==> src/rtl/hsv2rgb_pkg.sv <==
`timescale 1ns / 1ps
`default_nettype none
// ----------------------------------------------------------------------------
// hsv2rgb_pkg
// Shared types and constants of the HSV to RGB converter pipeline.
// ----------------------------------------------------------------------------
package hsv2rgb_pkg;

    // field widths
    localparam int HUE_W  = 13;
    localparam int CHAN_W = 8;

    // hue scale in 1/16 degree units
    localparam int HUE_FULL   = 5760;
    localparam int HUE_SECTOR = 960;
    localparam int REM_W      = 10;

    // fixed-point scales
    localparam int FRAC_ONE  = 255;
    localparam int FRAC_FULL = FRAC_ONE * HUE_SECTOR;
    localparam int PNUM_W    = 2 * CHAN_W;
    localparam int QNUM_W    = 18;
    localparam int PROD_W    = CHAN_W + QNUM_W;

    // reciprocal of FRAC_FULL for the constant divider
    localparam int     DIV_SHIFT = 34;
    localparam longint DIV_RECIP = (longint'(1) << DIV_SHIFT) / FRAC_FULL;
    localparam int     RECIP_W   = 17;
    localparam int     DPROD_W   = PROD_W + RECIP_W;

    // pipeline depth, input register to output register
    localparam int PIPE_DEPTH = 6;

    // 60 degree hue sectors
    typedef enum logic [2:0] {
        SECTOR_RED_YELLOW     = 3'd0,
        SECTOR_YELLOW_GREEN   = 3'd1,
        SECTOR_GREEN_CYAN     = 3'd2,
        SECTOR_CYAN_BLUE      = 3'd3,
        SECTOR_BLUE_MAGENTA   = 3'd4,
        SECTOR_MAGENTA_RED    = 3'd5
    } hsv_sector_t;

    // load enables of the two divider stages
    typedef struct packed {
        logic est;
        logic fix;
    } div_en_t;

endpackage : hsv2rgb_pkg
`default_nettype wire

==> src/rtl/hsv2rgb_div.sv <==
`timescale 1ns / 1ps
`default_nettype none
// ----------------------------------------------------------------------------
// hsv2rgb_div
// Two-stage divide by FRAC_FULL: reciprocal estimate, then one correction.
// ----------------------------------------------------------------------------
module hsv2rgb_div
    import hsv2rgb_pkg::*;
(
    input  wire logic              clk,
    input  wire div_en_t           en,
    input  wire logic [PROD_W-1:0] dividend,
    output logic [CHAN_W-1:0]      quotient
);

    logic [DPROD_W-1:0] recip_prod;
    logic [CHAN_W-1:0]  est_next;
    logic [CHAN_W-1:0]  est_reg;
    logic [PROD_W-1:0]  dvd_reg;
    logic [PROD_W-1:0]  est_back;
    logic [PROD_W-1:0]  remainder;
    logic [CHAN_W-1:0]  quot_next;
    logic [CHAN_W-1:0]  quot_reg;

    // estimate is exact or one low
    always_comb
    begin
        recip_prod = DPROD_W'(dividend) * DPROD_W'(DIV_RECIP);
        est_next   = recip_prod[DIV_SHIFT +: CHAN_W];
    end

    always_ff @(posedge clk)
    begin
        if (en.est)
        begin
            est_reg <= est_next;
            dvd_reg <= dividend;
        end
    end

    // remainder check and correction
    always_comb
    begin
        est_back  = PROD_W'(est_reg) * PROD_W'(FRAC_FULL);
        remainder = dvd_reg - est_back;
        if (remainder >= PROD_W'(FRAC_FULL))
            quot_next = est_reg + CHAN_W'(1);
        else
            quot_next = est_reg;
    end

    always_ff @(posedge clk)
    begin
        if (en.fix)
            quot_reg <= quot_next;
    end

    assign quotient = quot_reg;

endmodule : hsv2rgb_div
`default_nettype wire

==> config.mk <==
export PLATFORM = sky130hd
export DESIGN_NAME = hsv2rgb_div
export DESIGN_NICKNAME = d
export VERILOG_FILES = /design/src/rtl/hsv2rgb_pkg.sv /design/src/rtl/hsv2rgb_div.sv
export SDC_FILE = /design/constraint.sdc
export NUM_CORES = 1
export LEC_CHECK = 0
export BUFFER_PORTS_ARGS = -buffer_cell sky130_fd_sc_hd__clkbuf_2
export CORE_MARGIN = 2
export CORE_UTILIZATION = 55
export CTS_BUF_LIST = sky130_fd_sc_hd__clkbuf_8
export DETAILED_ROUTE_END_ITERATION = 6
export GPL_ROUTABILITY_DRIVEN = 0
export GPL_TIMING_DRIVEN = 0
export PLACE_DENSITY = 0.72
export SYNTH_ARGS = -nofsm -noshare
export SYNTH_HDL_FRONTEND = slang
export SYNTH_SLANG_ARGS = --single-unit
==> constraint.sdc <==
create_clock -name clk -period 13.9 [get_ports clk]
set_clock_uncertainty 0.1 [all_clocks]
set_input_delay 2.78 -clock clk [delete_from_list [all_inputs] [get_ports clk]]
set_output_delay 2.78 -clock clk [all_outputs]
set_load 0.03 [all_outputs]
* Word-level counts from Yosys, hierarchy flattened
Cells that the tools add are included.
** Cells by class
- Add/sub/neg operators :: 2
- Multipliers :: 2
- Order comparisons :: 1
- Mux-type cells :: 1
** Operators with widths (count)
- 26-bit by 17-bit multiplier with 42-bit output, second input constant :: 1
- 26-bit by 18-bit greater-or-equal comparator with 1-bit output, second input constant :: 1
- 26-bit subtractor :: 1
- 8-bit by 12-bit multiplier with 20-bit output, second input constant :: 1
- 8-bit by 1-bit adder with 8-bit output, second input constant :: 1
- 8-bit two-way mux :: 1
** Storage, ports and cells
- Register bits :: 42
- Input bits :: 29
- Word-level logic and storage cells :: 9
- Output and inout bits :: 8

* Logic depth before layout (Yosys ltp)
- Depth in word-level cells :: 4
- Depth in mapped cells :: 27
- Gate-level depth less buffers :: 27

* Worst setup path before layout
OpenSTA, ideal clock, no wires.
- Path type :: input to register
- Start :: input port dividend[10]
- End :: register est_reg[2], data pin
- Setup time :: 258 ps
- Stages on the path :: 17
- Path buffers :: 0
- Slack :: 6597 ps
- Required time :: 13542 ps
- Arrival time :: 6945 ps
- Cell sequence :: ha_1 > inv_1 > fa_1 > inv_1 > fa_1 > fa_1 > fa_1 > ha_1 > a21o_1 > a21o_1 > a21o_1 > a21o_1 > a2111oi_0 > a22oi_1 > a21o_1 > a21oi_1 > xnor2_1
** Between the ends
- Word-level cells in the longest chain between the ends :: 1
** Ends and longest elaborated chain
- start: declaration :: line hsv2rgb_div.sv:12 : input wire logic [PROD_W-1:0] dividend,
- 26-bit by 17-bit multiplier with 42-bit output :: line hsv2rgb_div.sv:28 : recip_prod = DPROD_W'(dividend) * DPROD_W'(DIV_RECIP);
- via recip_prod[36] :: line hsv2rgb_div.sv:16 : logic [DPROD_W-1:0] recip_prod;
- end signal: assignment :: line hsv2rgb_div.sv:36 : est_reg <= est_next;
- end: declaration :: line hsv2rgb_div.sv:18 : logic [CHAN_W-1:0] est_reg;
The timed path passes the listed nets, and every way through them passes these cells.
A chain may end at the register's enable or synchronous reset.

* Final worst setup path
- Start :: input port dividend[14]
- End :: register est_reg[2], data pin
The elaborated chain is that of the path after synthesis.

==> impl_results.html <==
<table>
<tr><th>Metric</th><th>Value</th></tr>
<tr><th colspan="2">Run status</th></tr>
<tr><td>Outcome</td><td>finished, final reports clean</td></tr>
<tr><th colspan="2">Timing</th></tr>
<tr><td>Minimum clock period after layout</td><td>7.67 ns</td></tr>
<tr><td>Fin Setup TNS</td><td>0 ns</td></tr>
<tr><td>Achievable frequency</td><td>130 MHz</td></tr>
<tr><td>Pin slew with the least headroom to its limit</td><td>0.751 ns</td></tr>
<tr><td>Final WS setup</td><td>6.23 ns</td></tr>
<tr><td>Fin. max-slew vios</td><td>0</td></tr>
<tr><td>Total of endpoints with negative setup slack in the final report</td><td>0</td></tr>
<tr><td>Period utilization</td><td>55.2%</td></tr>
<tr><td>Worst slew margin</td><td>49.3%</td></tr>
<tr><td>Setup repair after global routing missed its margin</td><td>no</td></tr>
<tr><td>Final hold viol count</td><td>0</td></tr>
<tr><th colspan="2">Detailed routing</th></tr>
<tr><td>Routed len/inst</td><td>16.0 um</td></tr>
<tr><td>Number of nets with antenna violations after detailed routing</td><td>0</td></tr>
<tr><td>Initial DRT Pass Iterations</td><td>7</td></tr>
<tr><td>Via total after detailed routing</td><td>6475</td></tr>
<tr><td>Vias/cell</td><td>5.53</td></tr>
<tr><td>Total routed wirelength</td><td>18700 um</td></tr>
<tr><td>Remaining DRCs</td><td>0</td></tr>
<tr><td>Violation count after the first detailed-route iteration</td><td>350</td></tr>
<tr><th colspan="2">Place</th></tr>
<tr><td>HPWL reported at the end of detailed placement</td><td>15900 um</td></tr>
<tr><td>Placed instance area</td><td>9410 um^2</td></tr>
<tr><td>Post-place setup slack</td><td>5.98 ns</td></tr>
<tr><td>IO Port Bufs</td><td>36</td></tr>
<tr><th colspan="2">Synth</th></tr>
<tr><td>Most instantiated flip-flop cell in the synthesis netlist</td><td>sky130_fd_sc_hd__edfxtp_1</td></tr>
<tr><td>Net count of the mapped netlist</td><td>1264</td></tr>
<tr><td>Post-synth top area cell</td><td>sky130_fd_sc_hd__ha_1</td></tr>
<tr><td>Top post-synthesis cells by area</td><td>sky130_fd_sc_hd__ha_1 (31%), sky130_fd_sc_hd__fa_1 (23%), sky130_fd_sc_hd__edfxtp_1 (12%)</td></tr>
<tr><td>Portion of the post-synthesis area used by sequential elements</td><td>12.1%</td></tr>
<tr><td>Number of library cell types mapped by synthesis</td><td>57</td></tr>
<tr><td>Combined area of all synthesized cells</td><td>8950 um^2</td></tr>
<tr><td>Async set or reset register ratio after synthesis</td><td>0%</td></tr>
<tr><td>Post-synth EDFFs</td><td>36</td></tr>
<tr><td>Number of synthesized register bits</td><td>36</td></tr>
<tr><td>Avg Synthesized Cell Area</td><td>9.84 um^2</td></tr>
<tr><td>Ys Warns</td><td>0</td></tr>
<tr><td>Post-synth top area share</td><td>31.0%</td></tr>
<tr><td>Mapped Cells</td><td>910</td></tr>
<tr><th colspan="2">Floorplanning</th></tr>
<tr><td>Height of the die</td><td>132 um</td></tr>
<tr><td>Number of placed I/O pins</td><td>37</td></tr>
<tr><td>Area of the placeable core</td><td>15900 um^2</td></tr>
<tr><td>Chip width</td><td>132 um</td></tr>
<tr><td>Starting utilization of the core area</td><td>56.4%</td></tr>
<tr><td>Number of rows created at floorplan</td><td>46</td></tr>
<tr><td>Full die area</td><td>17300 um^2</td></tr>
<tr><th colspan="2">Global route</th></tr>
<tr><td>GRT Total Usage</td><td>22.8%</td></tr>
<tr><td>Wire length of the first global-routing pass</td><td>31800 um</td></tr>
<tr><td>Pin count of the biggest net entering global routing</td><td>29</td></tr>
<tr><td>Initial antenna violation count</td><td>0</td></tr>
<tr><td>Sum of overflow across all layers after global routing</td><td>0</td></tr>
<tr><td>Via count of the first global-routing pass</td><td>6576</td></tr>
<tr><th colspan="2">Critical path</th></tr>
<tr><td>Start-to-end type of the worst setup path</td><td>primary input to flop</td></tr>
<tr><td>Kind of launch point of the worst setup path</td><td>primary input</td></tr>
<tr><td>Required @ worst endpoint</td><td>13.83 ns</td></tr>
<tr><td>Crit Path Max Fanout</td><td>7</td></tr>
<tr><td>Crit Reg-Reg Startpoint</td><td>est_reg[5]</td></tr>
<tr><td>Timing startpoint of the critical path</td><td>dividend[14]</td></tr>
<tr><td>Arrival @ worst endpoint</td><td>7.60 ns</td></tr>
<tr><td>Worst setup EP type</td><td>flop</td></tr>
<tr><th colspan="2">Clock network</th></tr>
<tr><td>Number of sinks on the clock net</td><td>36</td></tr>
<tr><td>Count of hold-fix buffers inserted at cts</td><td>0</td></tr>
<tr><td>Root buffer selected by CTS</td><td>sky130_fd_sc_hd__clkbuf_8</td></tr>
<tr><td>Buffer count from post-CTS setup fixing</td><td>0</td></tr>
<tr><td>Clock latency on the worst-skew pair</td><td>0.29 ns</td></tr>
<tr><td>CTS tree</td><td>done</td></tr>
<tr><td>CTS HTree Levels</td><td>2</td></tr>
<tr><td>Clock transition at path regs</td><td>0.07 ns</td></tr>
<tr><td>Number of buffers added by the clock tree synthesis step</td><td>5</td></tr>
<tr><td>Post-CTS resize count</td><td>0</td></tr>
<tr><td>Bufs on Longest Clock Path</td><td>2</td></tr>
<tr><th colspan="2">Final layout</th></tr>
<tr><td>Nets</td><td>1307</td></tr>
<tr><td>Relative area change from synthesis to final layout</td><td>5.92%</td></tr>
<tr><td>Fraction of layout cells with a size suffix above 1</td><td>6.29%</td></tr>
<tr><td>Post-layout instance area</td><td>9490 um^2</td></tr>
<tr><td>Number of diodes</td><td>0</td></tr>
<tr><td>Largest register FFs</td><td>20</td></tr>
<tr><th colspan="2">Min path</th></tr>
<tr><td>Worst Min Path Start</td><td>est_reg[2]</td></tr>
<tr><td>Class of the worst hold path</td><td>flop to flop</td></tr>
<tr><th colspan="2">Flow run</th></tr>
<tr><td>Number of max-capacitance violations reported</td><td>0</td></tr>
</table>
[critical path, cell delays in order]
cell,delay [ns]
sky130_fd_sc_hd__clkbuf_2,0.18
sky130_fd_sc_hd__ha_1,0.32
sky130_fd_sc_hd__inv_1,0.05
sky130_fd_sc_hd__fa_1,0.49
sky130_fd_sc_hd__inv_1,0.05
sky130_fd_sc_hd__fa_1,0.54
sky130_fd_sc_hd__fa_1,0.53
sky130_fd_sc_hd__fa_1,0.44
sky130_fd_sc_hd__ha_1,0.31
sky130_fd_sc_hd__a21o_1,0.19
sky130_fd_sc_hd__a21o_1,0.18
sky130_fd_sc_hd__a21o_1,0.19
sky130_fd_sc_hd__a21o_1,0.17
sky130_fd_sc_hd__a2111oi_0,0.47
sky130_fd_sc_hd__a22oi_1,0.18
sky130_fd_sc_hd__a21o_1,0.23
sky130_fd_sc_hd__a21oi_1,0.17
sky130_fd_sc_hd__xnor2_1,0.11
[metal layers]
| layer | wire length (um) | track usage [%] | part of all wire (%) |
|---|---|---|---|
| met4 | 299 | 4.65 | 1.6 |
| met3 | 883 | 1.77 | 4.7 |
| met2 | 8760 | 37.9 | 47 |
| met1 | 8750 | 32.9 | 47 |
| met5 | 0 | 0 | 0 |
[logic make-up after synthesis]
logic type                 count (synthesis)  synth area share (%)
xor gates and xnor gates                  44                  4.30
AOI/OAI and AO/OA                        179                  14.2
adders and majority gates                325                  54.0
and+or+nand+nor                          105                  5.92
muxes                                      3                 0.335
DFF                                       36                  12.1
buffers and inverters                    218                  9.15
[metrics by stage]
stage / hold WS, ns / cells / utilization (%)
detailed placement: 0.690 / 1162 / 59.2
global route: 0.757 / 1170 / 59.7
CTS: 0.704 / 1170 / 59.7
finish: 0.709 / 1170 / 59.7
floorplan: 0.537 / 910 / -
global placement: 0.689 / 1162 / 59.2
[cells in the mapped netlist (3+ instances only)]
cell,n
sky130_fd_sc_hd__and3_1,7
sky130_fd_sc_hd__inv_1,216
sky130_fd_sc_hd__a31oi_1,4
sky130_fd_sc_hd__a21oi_1,48
sky130_fd_sc_hd__o221ai_1,4
sky130_fd_sc_hd__xor2_1,11
sky130_fd_sc_hd__a21boi_0,5
sky130_fd_sc_hd__o21bai_1,3
sky130_fd_sc_hd__o211ai_2,3
sky130_fd_sc_hd__ha_1,222
sky130_fd_sc_hd__o21ai_0,32
sky130_fd_sc_hd__a21o_1,29
sky130_fd_sc_hd__fa_1,103
sky130_fd_sc_hd__nor3_1,9
sky130_fd_sc_hd__o21ai_1,3
sky130_fd_sc_hd__nor2_1,20
sky130_fd_sc_hd__a211oi_1,10
sky130_fd_sc_hd__xnor2_1,33
sky130_fd_sc_hd__nand3_1,11
sky130_fd_sc_hd__and4_1,3
sky130_fd_sc_hd__nand4_1,8
sky130_fd_sc_hd__nand2_1,26
sky130_fd_sc_hd__o211ai_1,5
sky130_fd_sc_hd__nand2b_1,5
sky130_fd_sc_hd__o2111ai_1,5
sky130_fd_sc_hd__o21a_1,3
sky130_fd_sc_hd__mux2i_1,3
sky130_fd_sc_hd__nor2b_1,7
sky130_fd_sc_hd__edfxtp_1,36
[cell type report]
| class | instances | area (um^2) |
|---|---|---|
| plain buffers | 2 | 8.76 |
| clock buffers | 5 | 68.8 |
| clock inverters | 3 | 11.3 |
| fillers | 1398 | 6400 |
| inverters | 216 | 811 |
| multi-input cells | 656 | 7050 |
| flip-flops and latches | 36 | 1080 |
| well taps | 216 | 270 |
| repair buffers | 36 | 180 |
[final timing paths]
check           endpoint  slack, ns  depth (start not counted)
max           est_reg[2]       6.23                         18
min reg2reg  quotient[2]       0.71                          1
min          quotient[2]       0.71                          1
max reg2reg  quotient[7]       7.01                         25
[cells in the final DEF (no fill, tap or decap), types with 4 or more instances in the layout]
cell                        instances
sky130_fd_sc_hd__nor2_1            20
sky130_fd_sc_hd__o211ai_1           5
sky130_fd_sc_hd__edfxtp_1          36
sky130_fd_sc_hd__o21ai_0           32
sky130_fd_sc_hd__nand2_1           26
sky130_fd_sc_hd__a21oi_1           48
sky130_fd_sc_hd__xor2_1            11
sky130_fd_sc_hd__ha_1             222
sky130_fd_sc_hd__xnor2_1           33
sky130_fd_sc_hd__a211oi_1          10
sky130_fd_sc_hd__clkbuf_2          36
sky130_fd_sc_hd__and3_1             7
sky130_fd_sc_hd__o221ai_1           4
sky130_fd_sc_hd__clkbuf_8           5
sky130_fd_sc_hd__nand3_1           11
sky130_fd_sc_hd__nor3_1             9
sky130_fd_sc_hd__o2111ai_1          5
sky130_fd_sc_hd__inv_1            218
sky130_fd_sc_hd__nand4_1            8
sky130_fd_sc_hd__a31oi_1            4
sky130_fd_sc_hd__fa_1             103
sky130_fd_sc_hd__nand2b_1           5
sky130_fd_sc_hd__nor2b_1            7
sky130_fd_sc_hd__a21o_1            29
sky130_fd_sc_hd__a21boi_0           5
Power is left out: the tool's default activity adds up to more than one toggle a clock period on the data nets, which glitch-free logic cannot reach.
